`src/kmes_pkg.sv`:
```
// Package for the key matrix and encoder scanner.
// Holds field widths, row codes and quadrature patterns; depends on nothing.
`default_nettype none

package kmes_pkg;

   // Field widths of the scan channels.
   localparam int COL_WIDTH  = 5;
   localparam int KEY_WIDTH  = 11;
   localparam int ROW_WIDTH  = 2;
   localparam int STEP_WIDTH = 16;
   localparam int HIST_WIDTH = 4;

   // Default width of the internal step counters.
   localparam int COUNT_WIDTH_DEFAULT = 16;

   // Row codes. The fourth code is never reached and is scanned like the top row.
   localparam logic [ROW_WIDTH-1:0] ROW_TOP     = 2'd0;
   localparam logic [ROW_WIDTH-1:0] ROW_BOTTOM  = 2'd1;
   localparam logic [ROW_WIDTH-1:0] ROW_ENCODER = 2'd2;

   // Quadrature history patterns that mark one detent.
   localparam logic [HIST_WIDTH-1:0] PATTERN_RIGHT = 4'b1011;
   localparam logic [HIST_WIDTH-1:0] PATTERN_LEFT  = 4'b0111;

   // Position of the encoder push key in the key word.
   localparam int PUSH_KEY_BIT = 10;

endpackage

`default_nettype wire

```
`src/kmes_if.sv`:
```
// Channel interfaces for the key matrix and encoder scanner.
// Sample and result channels with valid/ready; depends on kmes_pkg.
`default_nettype none

interface kmes_req_if;
   logic                               valid;
   logic                               ready;
   logic [kmes_pkg::COL_WIDTH-1:0]     column_bits;
   logic                               clear_latches;

   modport source (output valid, column_bits, clear_latches, input ready);
   modport sink   (input valid, column_bits, clear_latches, output ready);
endinterface

interface kmes_rsp_if;
   logic                               valid;
   logic                               ready;
   logic [kmes_pkg::ROW_WIDTH-1:0]     scanned_row;
   logic [kmes_pkg::ROW_WIDTH-1:0]     next_row;
   logic [kmes_pkg::KEY_WIDTH-1:0]     key_levels;
   logic [kmes_pkg::KEY_WIDTH-1:0]     pressed_mask;
   logic [kmes_pkg::KEY_WIDTH-1:0]     released_mask;
   logic [kmes_pkg::STEP_WIDTH-1:0]    right_steps;
   logic [kmes_pkg::STEP_WIDTH-1:0]    left_steps;

   modport source (output valid, scanned_row, next_row, key_levels, pressed_mask,
                   released_mask, right_steps, left_steps, input ready);
   modport sink   (input valid, scanned_row, next_row, key_levels, pressed_mask,
                   released_mask, right_steps, left_steps, output ready);
endinterface

`default_nettype wire

```
`src/key_matrix_and_encoder_scanner.sv`:
```
// Key matrix and rotary encoder scanner, top level.
// Depends on kmes_pkg and on the channel interfaces in kmes_if.
//
// Usage: every transfer on req_ch is one scan tick. It carries the five column
// levels sampled while the row given by the last next_row was strobed, and a
// flag that empties the sticky press and release masks before the tick is
// applied. Rows cycle top, bottom, encoder. The top and bottom rows refresh
// ten matrix keys; the encoder row shifts two quadrature bits into a history
// and samples the push key.
// Every accepted tick produces exactly one registered transfer on rsp_ch, showing
// the state after that tick: the row scanned, the row to
// strobe next, the key levels, both sticky masks and the low 16 bits of the
// wrapping step counters. A new tick is accepted in every cycle as long as the
// result register is empty or is being emptied in the same cycle, so the
// sustained rate is one tick per clock, set by the single result register.
// When the receiver stalls, the result holds and req_ch.ready drops; the
// scanner state is frozen until the pending result is taken.
// Synchronous reset clears all state: row back to top, keys, masks, quadrature
// history and counters to zero, and no result pending.
`default_nettype none

module key_matrix_and_encoder_scanner #(
   parameter int COUNT_WIDTH = kmes_pkg::COUNT_WIDTH_DEFAULT
) (
   input  wire         clock,
   input  wire         reset,
   kmes_req_if.sink    req_ch,
   kmes_rsp_if.source  rsp_ch
);

   // Scanner state. The result channel reads it directly, since it only
   // changes when a tick is accepted and a tick is only accepted when the
   // previous result has left.
   logic [kmes_pkg::ROW_WIDTH-1:0]  row_ff,       row_in;
   logic [kmes_pkg::ROW_WIDTH-1:0]  scanned_ff,   scanned_in;
   logic [kmes_pkg::KEY_WIDTH-1:0]  key_ff,       key_in;
   logic [kmes_pkg::KEY_WIDTH-1:0]  press_ff,     press_in;
   logic [kmes_pkg::KEY_WIDTH-1:0]  release_ff,   release_in;
   logic [kmes_pkg::HIST_WIDTH-1:0] hist_ff,      hist_in;
   logic [COUNT_WIDTH-1:0]          right_ff,     right_in;
   logic [COUNT_WIDTH-1:0]          left_ff,      left_in;
   logic                            rsp_valid_ff, rsp_valid_in;

   logic                            accept;
   logic [kmes_pkg::COL_WIDTH-1:0]  cols;
   logic [kmes_pkg::KEY_WIDTH-1:0]  press_base;
   logic [kmes_pkg::KEY_WIDTH-1:0]  release_base;

   // The column wiring is mirrored relative to the key numbering.
   always_comb begin
      for (int i = 0; i < kmes_pkg::COL_WIDTH; i++) begin
         cols[i] = req_ch.column_bits[kmes_pkg::COL_WIDTH-1-i];
      end
   end

   assign req_ch.ready = !rsp_valid_ff || rsp_ch.ready;
   assign accept       = req_ch.valid && req_ch.ready;

   // Next state of one tick.
   always_comb begin
      row_in     = row_ff;
      scanned_in = scanned_ff;
      key_in     = key_ff;
      hist_in    = hist_ff;
      right_in   = right_ff;
      left_in    = left_ff;
      press_in   = press_ff;
      release_in = release_ff;

      if (accept) begin
         unique case (row_ff)
            kmes_pkg::ROW_BOTTOM: begin
               key_in[kmes_pkg::COL_WIDTH-1:0] = cols;
               scanned_in = kmes_pkg::ROW_BOTTOM;
               row_in     = kmes_pkg::ROW_ENCODER;
            end
            kmes_pkg::ROW_ENCODER: begin
               hist_in = {hist_ff[kmes_pkg::HIST_WIDTH-3:0], cols[1:0]};
               if (hist_in == kmes_pkg::PATTERN_RIGHT) begin
                  right_in = right_ff + COUNT_WIDTH'(1);
               end
               if (hist_in == kmes_pkg::PATTERN_LEFT) begin
                  left_in = left_ff + COUNT_WIDTH'(1);
               end
               key_in[kmes_pkg::PUSH_KEY_BIT] = cols[2];
               scanned_in = kmes_pkg::ROW_ENCODER;
               row_in     = kmes_pkg::ROW_TOP;
            end
            kmes_pkg::ROW_TOP: begin
               key_in[2*kmes_pkg::COL_WIDTH-1:kmes_pkg::COL_WIDTH] = cols;
               scanned_in = kmes_pkg::ROW_TOP;
               row_in     = kmes_pkg::ROW_BOTTOM;
            end
            default: begin
               // Unreachable row code: scanned like the top row, then restart.
               key_in[2*kmes_pkg::COL_WIDTH-1:kmes_pkg::COL_WIDTH] = cols;
               scanned_in = kmes_pkg::ROW_TOP;
               row_in     = kmes_pkg::ROW_TOP;
            end
         endcase

         // A clear empties the masks first, so edges of this tick still latch.
         press_base   = req_ch.clear_latches ? '0 : press_ff;
         release_base = req_ch.clear_latches ? '0 : release_ff;
         press_in     = press_base   | (key_in & ~key_ff);
         release_in   = release_base | (key_ff & ~key_in);
      end else begin
         press_base   = press_ff;
         release_base = release_ff;
      end
   end

   assign rsp_valid_in = accept || (rsp_valid_ff && !rsp_ch.ready);

   always_ff @(posedge clock) begin
      if (reset) begin
         row_ff       <= kmes_pkg::ROW_TOP;
         scanned_ff   <= kmes_pkg::ROW_TOP;
         key_ff       <= '0;
         press_ff     <= '0;
         release_ff   <= '0;
         hist_ff      <= '0;
         right_ff     <= '0;
         left_ff      <= '0;
         rsp_valid_ff <= 1'b0;
      end else begin
         row_ff       <= row_in;
         scanned_ff   <= scanned_in;
         key_ff       <= key_in;
         press_ff     <= press_in;
         release_ff   <= release_in;
         hist_ff      <= hist_in;
         right_ff     <= right_in;
         left_ff      <= left_in;
         rsp_valid_ff <= rsp_valid_in;
      end
   end

   assign rsp_ch.valid         = rsp_valid_ff;
   assign rsp_ch.scanned_row   = scanned_ff;
   assign rsp_ch.next_row      = row_ff;
   assign rsp_ch.key_levels    = key_ff;
   assign rsp_ch.pressed_mask  = press_ff;
   assign rsp_ch.released_mask = release_ff;

   // The result shows the low 16 bits of each counter, zero-extended if narrower.
   generate
      if (COUNT_WIDTH >= kmes_pkg::STEP_WIDTH) begin : g_steps_trunc
         assign rsp_ch.right_steps = right_ff[kmes_pkg::STEP_WIDTH-1:0];
         assign rsp_ch.left_steps  = left_ff[kmes_pkg::STEP_WIDTH-1:0];
      end else begin : g_steps_ext
         assign rsp_ch.right_steps = {{(kmes_pkg::STEP_WIDTH-COUNT_WIDTH){1'b0}}, right_ff};
         assign rsp_ch.left_steps  = {{(kmes_pkg::STEP_WIDTH-COUNT_WIDTH){1'b0}}, left_ff};
      end
   endgenerate

`ifndef ASSERT_OFF
   // The row sequence never leaves the three legal rows.
   a_row_legal: assert property (@(posedge clock) disable iff (reset)
      (row_ff == kmes_pkg::ROW_TOP || row_ff == kmes_pkg::ROW_BOTTOM ||
       row_ff == kmes_pkg::ROW_ENCODER))
      else $error("row index reached an illegal code");

   // The next row shown always follows the scanned row in the cycle.
   a_row_order: assert property (@(posedge clock) disable iff (reset)
      rsp_valid_ff |->
         ((scanned_ff == kmes_pkg::ROW_TOP     && row_ff == kmes_pkg::ROW_BOTTOM)  ||
          (scanned_ff == kmes_pkg::ROW_BOTTOM  && row_ff == kmes_pkg::ROW_ENCODER) ||
          (scanned_ff == kmes_pkg::ROW_ENCODER && row_ff == kmes_pkg::ROW_TOP)))
      else $error("next row does not follow scanned row");

   // Step counters only move on an encoder row tick.
   a_count_encoder_only: assert property (@(posedge clock) disable iff (reset)
      (accept && row_ff != kmes_pkg::ROW_ENCODER) |=>
         ($stable(right_ff) && $stable(left_ff)))
      else $error("step counter moved on a matrix row");

   // Without a clear, sticky masks never lose a bit.
   a_masks_sticky: assert property (@(posedge clock) disable iff (reset)
      (accept && !req_ch.clear_latches) |=>
         (((press_ff & $past(press_ff)) == $past(press_ff)) &&
          ((release_ff & $past(release_ff)) == $past(release_ff))))
      else $error("sticky mask lost a bit without a clear");
`endif

endmodule

`default_nettype wire

```
`src/flat_wrapper.sv`:
```
// flat-port wrapper written by rule: the top's interface ports become plain ports
module key_matrix_and_encoder_scanner_flat 
#(
   parameter int COUNT_WIDTH = kmes_pkg::COUNT_WIDTH_DEFAULT
)
  (clock, reset, req_ch_valid, req_ch_column_bits, req_ch_clear_latches, req_ch_ready, rsp_ch_valid, rsp_ch_scanned_row, rsp_ch_next_row, rsp_ch_key_levels, rsp_ch_pressed_mask, rsp_ch_released_mask, rsp_ch_right_steps, rsp_ch_left_steps, rsp_ch_ready);
  kmes_req_if req_ch_i ();
  kmes_rsp_if rsp_ch_i ();
  input  wire clock;
  input  wire reset;
  input wire logic [$bits(req_ch_i.valid)-1:0] req_ch_valid;
  input wire logic [$bits(req_ch_i.column_bits)-1:0] req_ch_column_bits;
  input wire logic [$bits(req_ch_i.clear_latches)-1:0] req_ch_clear_latches;
  output wire logic [$bits(req_ch_i.ready)-1:0] req_ch_ready;
  output wire logic [$bits(rsp_ch_i.valid)-1:0] rsp_ch_valid;
  output wire logic [$bits(rsp_ch_i.scanned_row)-1:0] rsp_ch_scanned_row;
  output wire logic [$bits(rsp_ch_i.next_row)-1:0] rsp_ch_next_row;
  output wire logic [$bits(rsp_ch_i.key_levels)-1:0] rsp_ch_key_levels;
  output wire logic [$bits(rsp_ch_i.pressed_mask)-1:0] rsp_ch_pressed_mask;
  output wire logic [$bits(rsp_ch_i.released_mask)-1:0] rsp_ch_released_mask;
  output wire logic [$bits(rsp_ch_i.right_steps)-1:0] rsp_ch_right_steps;
  output wire logic [$bits(rsp_ch_i.left_steps)-1:0] rsp_ch_left_steps;
  input wire logic [$bits(rsp_ch_i.ready)-1:0] rsp_ch_ready;
  assign req_ch_i.valid = req_ch_valid;
  assign req_ch_i.column_bits = req_ch_column_bits;
  assign req_ch_i.clear_latches = req_ch_clear_latches;
  assign req_ch_ready = req_ch_i.ready;
  assign rsp_ch_valid = rsp_ch_i.valid;
  assign rsp_ch_scanned_row = rsp_ch_i.scanned_row;
  assign rsp_ch_next_row = rsp_ch_i.next_row;
  assign rsp_ch_key_levels = rsp_ch_i.key_levels;
  assign rsp_ch_pressed_mask = rsp_ch_i.pressed_mask;
  assign rsp_ch_released_mask = rsp_ch_i.released_mask;
  assign rsp_ch_right_steps = rsp_ch_i.right_steps;
  assign rsp_ch_left_steps = rsp_ch_i.left_steps;
  assign rsp_ch_i.ready = rsp_ch_ready;
  key_matrix_and_encoder_scanner #(.COUNT_WIDTH(COUNT_WIDTH)) u_core (.clock(clock), .reset(reset), .req_ch(req_ch_i), .rsp_ch(rsp_ch_i));
endmodule
```
`config.mk`:
```
export PLATFORM = sky130hd
export DESIGN_NAME = key_matrix_and_encoder_scanner_flat
export DESIGN_NICKNAME = d
export VERILOG_FILES = /design/src/kmes_pkg.sv /design/src/kmes_if.sv /design/src/key_matrix_and_encoder_scanner.sv /design/src/flat_wrapper.sv
export SDC_FILE = /design/constraint.sdc
export NUM_CORES = 1
export LEC_CHECK = 0
export BUFFER_PORTS_ARGS = -buffer_cell sky130_fd_sc_hd__buf_2
export CAP_MARGIN = 25
export CORE_MARGIN = 2
export CORE_UTILIZATION = 53
export DETAILED_ROUTE_END_ITERATION = 8
export PLACE_DENSITY = 0.84
export SLEW_MARGIN = 10
export SYNTH_ARGS = -nofsm -noshare
export SYNTH_HDL_FRONTEND = slang
export SYNTH_SLANG_ARGS = --single-unit
```
`constraint.sdc`:
```
create_clock -name clock -period 2.16 [get_ports clock]
set_input_delay 0.216 -clock clock [delete_from_list [all_inputs] [get_ports clock]]
set_output_delay 0.216 -clock clock [all_outputs]
set_load 0.02 [all_outputs]
```
Yosys cells after proc, flatten, opt, wreduce, memory -nomap -nowiden
Cells that the tools add are included.
Widths: inputs -> output; s select.
{"block": "op_classes", "add_sub_neg": 2, "eq_ne": 4, "muxes": 10, "n_bitwise": 6, "n_reduce_logical": 11}
{"cell": "$add 16x1->16 const B", "count": 2}
{"cell": "$and 11x11->11", "count": 2}
{"cell": "$mux 11", "count": 2}
{"cell": "$not 11->11", "count": 2}
{"cell": "$or 11x11->11", "count": 2}
{"cell": "$mux 5", "count": 4}
{"cell": "$pmux 2 s2", "count": 2}
{"cell": "$reduce_and 3->1", "count": 2}
{"cell": "$eq 4x3->1 const B", "count": 1}
{"cell": "$eq 4x4->1 const B", "count": 1}
{"cell": "$eq 2x1->1 const B", "count": 1}
{"cell": "$eq 2x2->1 const B", "count": 1}
{"cell": "$logic_and 1x1->1", "count": 2}
{"cell": "$logic_not 1->1", "count": 2}
{"cell": "$logic_not 2->1", "count": 1}
{"cell": "$logic_or 1x1->1", "count": 2}
{"cell": "$mux 1", "count": 2}
{"cell": "$reduce_and 2->1", "count": 1}
{"cell": "$reduce_or 2->1", "count": 1}
{"block": "totals", "register_bits": 72, "input_bits": 10, "output_inout_bits": 71}

Longest topological paths before layout
{"block": "depth", "word_depth": 7, "ltp_mapped": 8}

Least setup slack after synthesis
No wires, ideal clock.
{"block": "synth_path", "path_type": "register -> register", "start": "reg, netlist name u_core.rsp_ch.scanned_row[0]", "end": "reg u_core.right_ff[14] (netlist: u_core.rsp_ch.right_steps[14])", "setup_time_ns": 0.070, "arrival_ns": 1.772, "t_required_ns": 2.090, "path_slack_ns": 0.318, "stages_incl_launch_ff": 8, "n_path_buf": 2, "synth_period_minus_slack_ns": 1.842, "cell_sequence": "dfxtp_1 -> ha_1 -> and3_1 -> buf_6 -> nand4_4 -> buf_6 -> or4_1 -> a21oi_1"}
{"item": "end signal, assigned", "line_no": "key_matrix_and_encoder_scanner.sv:133", "source": "right_ff <= right_in;"}
{"item": "end, declared", "line_no": "key_matrix_and_encoder_scanner.sv:40", "source": "logic [COUNT_WIDTH-1:0] right_ff, right_in;"}

Worst setup path in the final report
{"block": "layout_path", "start": "reg u_core.row_ff (netlist bit u_core.rsp_ch.next_row[0])", "end": "reg u_core.left_ff[4] (netlist: u_core.rsp_ch.left_steps[4])"}
{"block": "layout_between", "elab_chain_cells": 2}
{"item": "start, declared", "line_no": "key_matrix_and_encoder_scanner.sv:34", "source": "logic [kmes_pkg::ROW_WIDTH-1:0] row_ff, row_in;"}
{"item": "start signal, assigned", "line_no": "key_matrix_and_encoder_scanner.sv:117", "source": "row_ff <= kmes_pkg::ROW_TOP;"}
{"item": "start signal, assigned", "line_no": "key_matrix_and_encoder_scanner.sv:127", "source": "row_ff <= row_in;"}
{"item": "$eq 2x2->1", "line_no": "key_matrix_and_encoder_scanner.sv:71", "source": "unique case (row_ff)"}
{"item": "$reduce_and 3->1 (no source line)"}
{"item": "end signal, assigned", "line_no": "key_matrix_and_encoder_scanner.sv:134", "source": "left_ff <= left_in;"}
{"item": "end, declared", "line_no": "key_matrix_and_encoder_scanner.sv:41", "source": "logic [COUNT_WIDTH-1:0] left_ff, left_in;"}
Every way passes these cells.
A chain may end at the register's enable or synchronous reset.

==> results.toml <==
[global_route]
grt_pass1_vias = 2597
grt_usage_pct = 22.4
antenna_found_initial = 0
grt_max_degree = 34
overflow = 0
grt_pass1_wl_um = 11600

[cells_and_area]
stdcell_area_um2 = 3760
num_antenna_cells = 0
syn_to_final_growth_pct = 18.7
num-fill-cells = 482
drive_above_1_share_pct = 27.0
final_util_pct = 64.3
layout.nets = 433

[sta]
slew_headroom_pct = 70.1
fin_crit_sh_pct = 90.0
max_freq_mhz = 514
fin_skew_ns = 0.00812
slew_viol_final = 0
fin_setup_tns_ns = 0
rsz0062_at_grt = "false"
setup_viol = 0
hold_viol_final = 0
fin_crit_ns = 1.94
timing.final.ws_setup_ns = 0.216
tightest_slew_ns = 0.448
fin_hold_ws_ns = 0.169

[yosys]
synthAdderAreaFrac_pct = 2.37
yosysSeqAreaShare_pct = 44.8
syn_nets = 358
synthXorXnorAreaFrac_pct = 0.829
synth_top_family_by_area = "simple AND/OR/NAND/NOR gates"
yosys.area_share.simple_pct = 23.8
synth_mux_area_share_pct = 5.09
synth.avg_cell_area_um2 = 9.27
netlist_area_um2 = 3170
synth-compound-area-share_pct = 15.9
synth_seq_cells = 71
synthCells = 342
yosysWarnings = 0
ys_types = 40

[power]
power.leakage_nw = 1.56
peakVddDrop_mv = 0.484
power_density_nw_per_um2 = 680

[floorplan]
core-area_um2 = 5850
rows = 28
fp.dieH_um = 81.3
die_area_um2 = 6610
die-width_um = 81.3
start_util_pct = 54.2
ioPinCount = 81

[run]
cap_viol_max_count = 0

[place]
globalplace.congestion = 0.840
pre_cts_slack_ns = 0.157
io_buffers = 80
place_area_um2 = 3580
dp_hpwl_um = 5000

[clock_tree]
hold_buffers = 0
htreeDepth = 3
cts.repair.resized = 0
clkLatencyLatePin_ns = 0.35
cts_tree = "built"
clk_pin_slew_worst_paths_ns = 0.09
clock_path_buffers = 2
cts_root_buffer = "clkbuf_8"
cts_inserted_buffers = 9
cts.sinks = 71
postCtsSetupBuffers = 0

[detailed_routing]
avgRoutedWirePerCell_um = 14.2
drtPass1Iterations = 4
via_per_inst = 5.66
ant_nets = 0
drtIter0Drc = 153
drcViolationCount = 0
num_vias = 2815
finalWirelength_um = 7040

[worst_setup_path]
critPathMaxFanout = 6
startpoint_type = "register"
cp-end-kind = "register"
path_class = "register to register"
critical_path_arrival_ns = 2.23
max_stage_delay_ns = 0.42
crit_family = "simple AND/OR/NAND/NOR gates"
slowest_stage = "or3_1"
path_cells = "inv_1 -> ha_1 -> and3_2 -> buf_4 -> nand4bb_1 -> or3_1 -> a21oi_1"
crit_buf_inv = 2
required_ns = 2.45

[hold_path]
min_path_type = "input port to register"

[status]
status = "complete, no violations"
## per-stage QoR
step                total power, W  cells
finish                     0.00256    497
global route               0.00266    497
CTS                        0.00259    497
detailed placement         0.00160    481
global placement           0.00159    481
floorplan                  0.00153    342
## cells in the final DEF, fill, tap and decap left out, drive strengths merged, types with 11 or more instances in the layout
| cell type | synthesis | layout |
|---|---|---|
| o31ai | 16 | 16 |
| buf | 11 | 87 |
| inv | 23 | 28 |
| nor2 | 40 | 40 |
| nand2 | 13 | 13 |
| a32oi | 20 | 20 |
| a21oi | 32 | 32 |
| mux2i | 15 | 15 |
| nand4 | 11 | 11 |
| or3 | 11 | 11 |
| or4 | 16 | 16 |
| dfxtp | 71 | 71 |
## worst paths after layout
check                           slack, ns  cells after the start                                         from                                           to
worst max register to register       0.22                      7       u_core.rsp_ch.next_row[0]$_SDFFE_PP0N_     u_core.rsp_ch.left_steps[4]$_SDFFE_PP0P_
worst max-delay path                 0.22                      7       u_core.rsp_ch.next_row[0]$_SDFFE_PP0N_     u_core.rsp_ch.left_steps[4]$_SDFFE_PP0P_
worst min-delay path                 0.17                      3                        req_ch_column_bits[0]     u_core.rsp_ch.key_levels[4]$_SDFFE_PP0N_
worst min register to register       0.46                      2  u_core.rsp_ch.pressed_mask[10]$_SDFFE_PP0N_  u_core.rsp_ch.pressed_mask[10]$_SDFFE_PP0N_
## layer usage
metal	vias to the layer above	track usage [%]	wire (um)
li1	1406	-	-
met1	1306	27.9	3140
met2	88	35.9	3260
met3	15	6.22	472
met4	0	10.5	168
met5	-	0	0
## Yosys cell counts (all sizes together)
cell / instances / area [um2]
clkbuf: 12 / 55.1
xor2: 2 / 17.5
dfxtp: 71 / 1420
o21ai: 10 / 50.1
or2b: 1 / 7.51
mux2i: 15 / 150
nor2: 40 / 150
and3: 4 / 25.0
nor4: 1 / 6.26
nand4: 11 / 129
nand3: 10 / 67.6
inv: 23 / 86.3
ha: 6 / 75.1
or3: 11 / 68.8
and2: 1 / 6.26
and2b: 1 / 7.51
and4b: 2 / 21.3
nor3b: 1 / 12.5
nand2: 13 / 48.8
and4: 3 / 26.3
or3b: 1 / 8.76
or4: 16 / 120
o31ai: 16 / 120
nand4bb: 1 / 11.3
a21oi: 32 / 160
and3b: 1 / 8.76
mux2: 1 / 11.3
xnor2: 1 / 8.76
a32oi: 20 / 175
nand2b: 2 / 12.5
nor2b: 1 / 6.26
buf: 11 / 85.1
nand4b: 1 / 8.76
## cell families (layout without fill, tap and decap cells)
family,Yosys count,after routing
and+or+nand+nor,122,122
AOI/OAI and AO/OA,78,78
DFF,71,71
buffers and inverters,46,126
muxes,16,16
adders and majority gates,6,6
xor gates and xnor gates,3,3
## report_power, final
| group | internal (W) | total (W) | switching [W] | leakage, nW |
|---|---|---|---|---|
| logic | 0.0000710 | 0.000212 | 0.000141 | 0.899 |
| clock network | 0.000438 | 0.000990 | 0.000552 | 0.0916 |
| registers | 0.00133 | 0.00136 | 0.0000210 | 0.574 |
| total | 0.00184 | 0.00256 | 0.000713 | 1.56 |
## worst reg2reg max path: stages (launching register included)
cell and delay [ns]:
dfxtp_1 0.36, inv_1 0.09, ha_1 0.17, and3_2 0.26, buf_4 0.18, nand4bb_1 0.26
or3_1 0.42, a21oi_1 0.14
## sequential cells by signal (all words and copies together) (netlist names)
signal,flops
u_core.rsp_ch.scanned_row,2
u_core.rsp_ch.valid,1
u_core.rsp_ch.left_steps,16
u_core.rsp_ch.pressed_mask,11
u_core.rsp_ch.key_levels,11
u_core.rsp_ch.released_mask,11
u_core.rsp_ch.right_steps,16
u_core.hist_ff,2
u_core.rsp_ch.next_row,1
## area by class of cell
cell class	count	area [um2]	share of cell area (%)
multi-input cells	225	1520	40.5
flip-flops and latches	71	1420	37.8
clock buffers	9	124	3.29
repair buffers	87	453	12.0
well taps	75	93.8	2.50
inverters	23	86.3	2.30
clock inverters	7	60.1	1.60
Power figures use the tool's default switching activity.
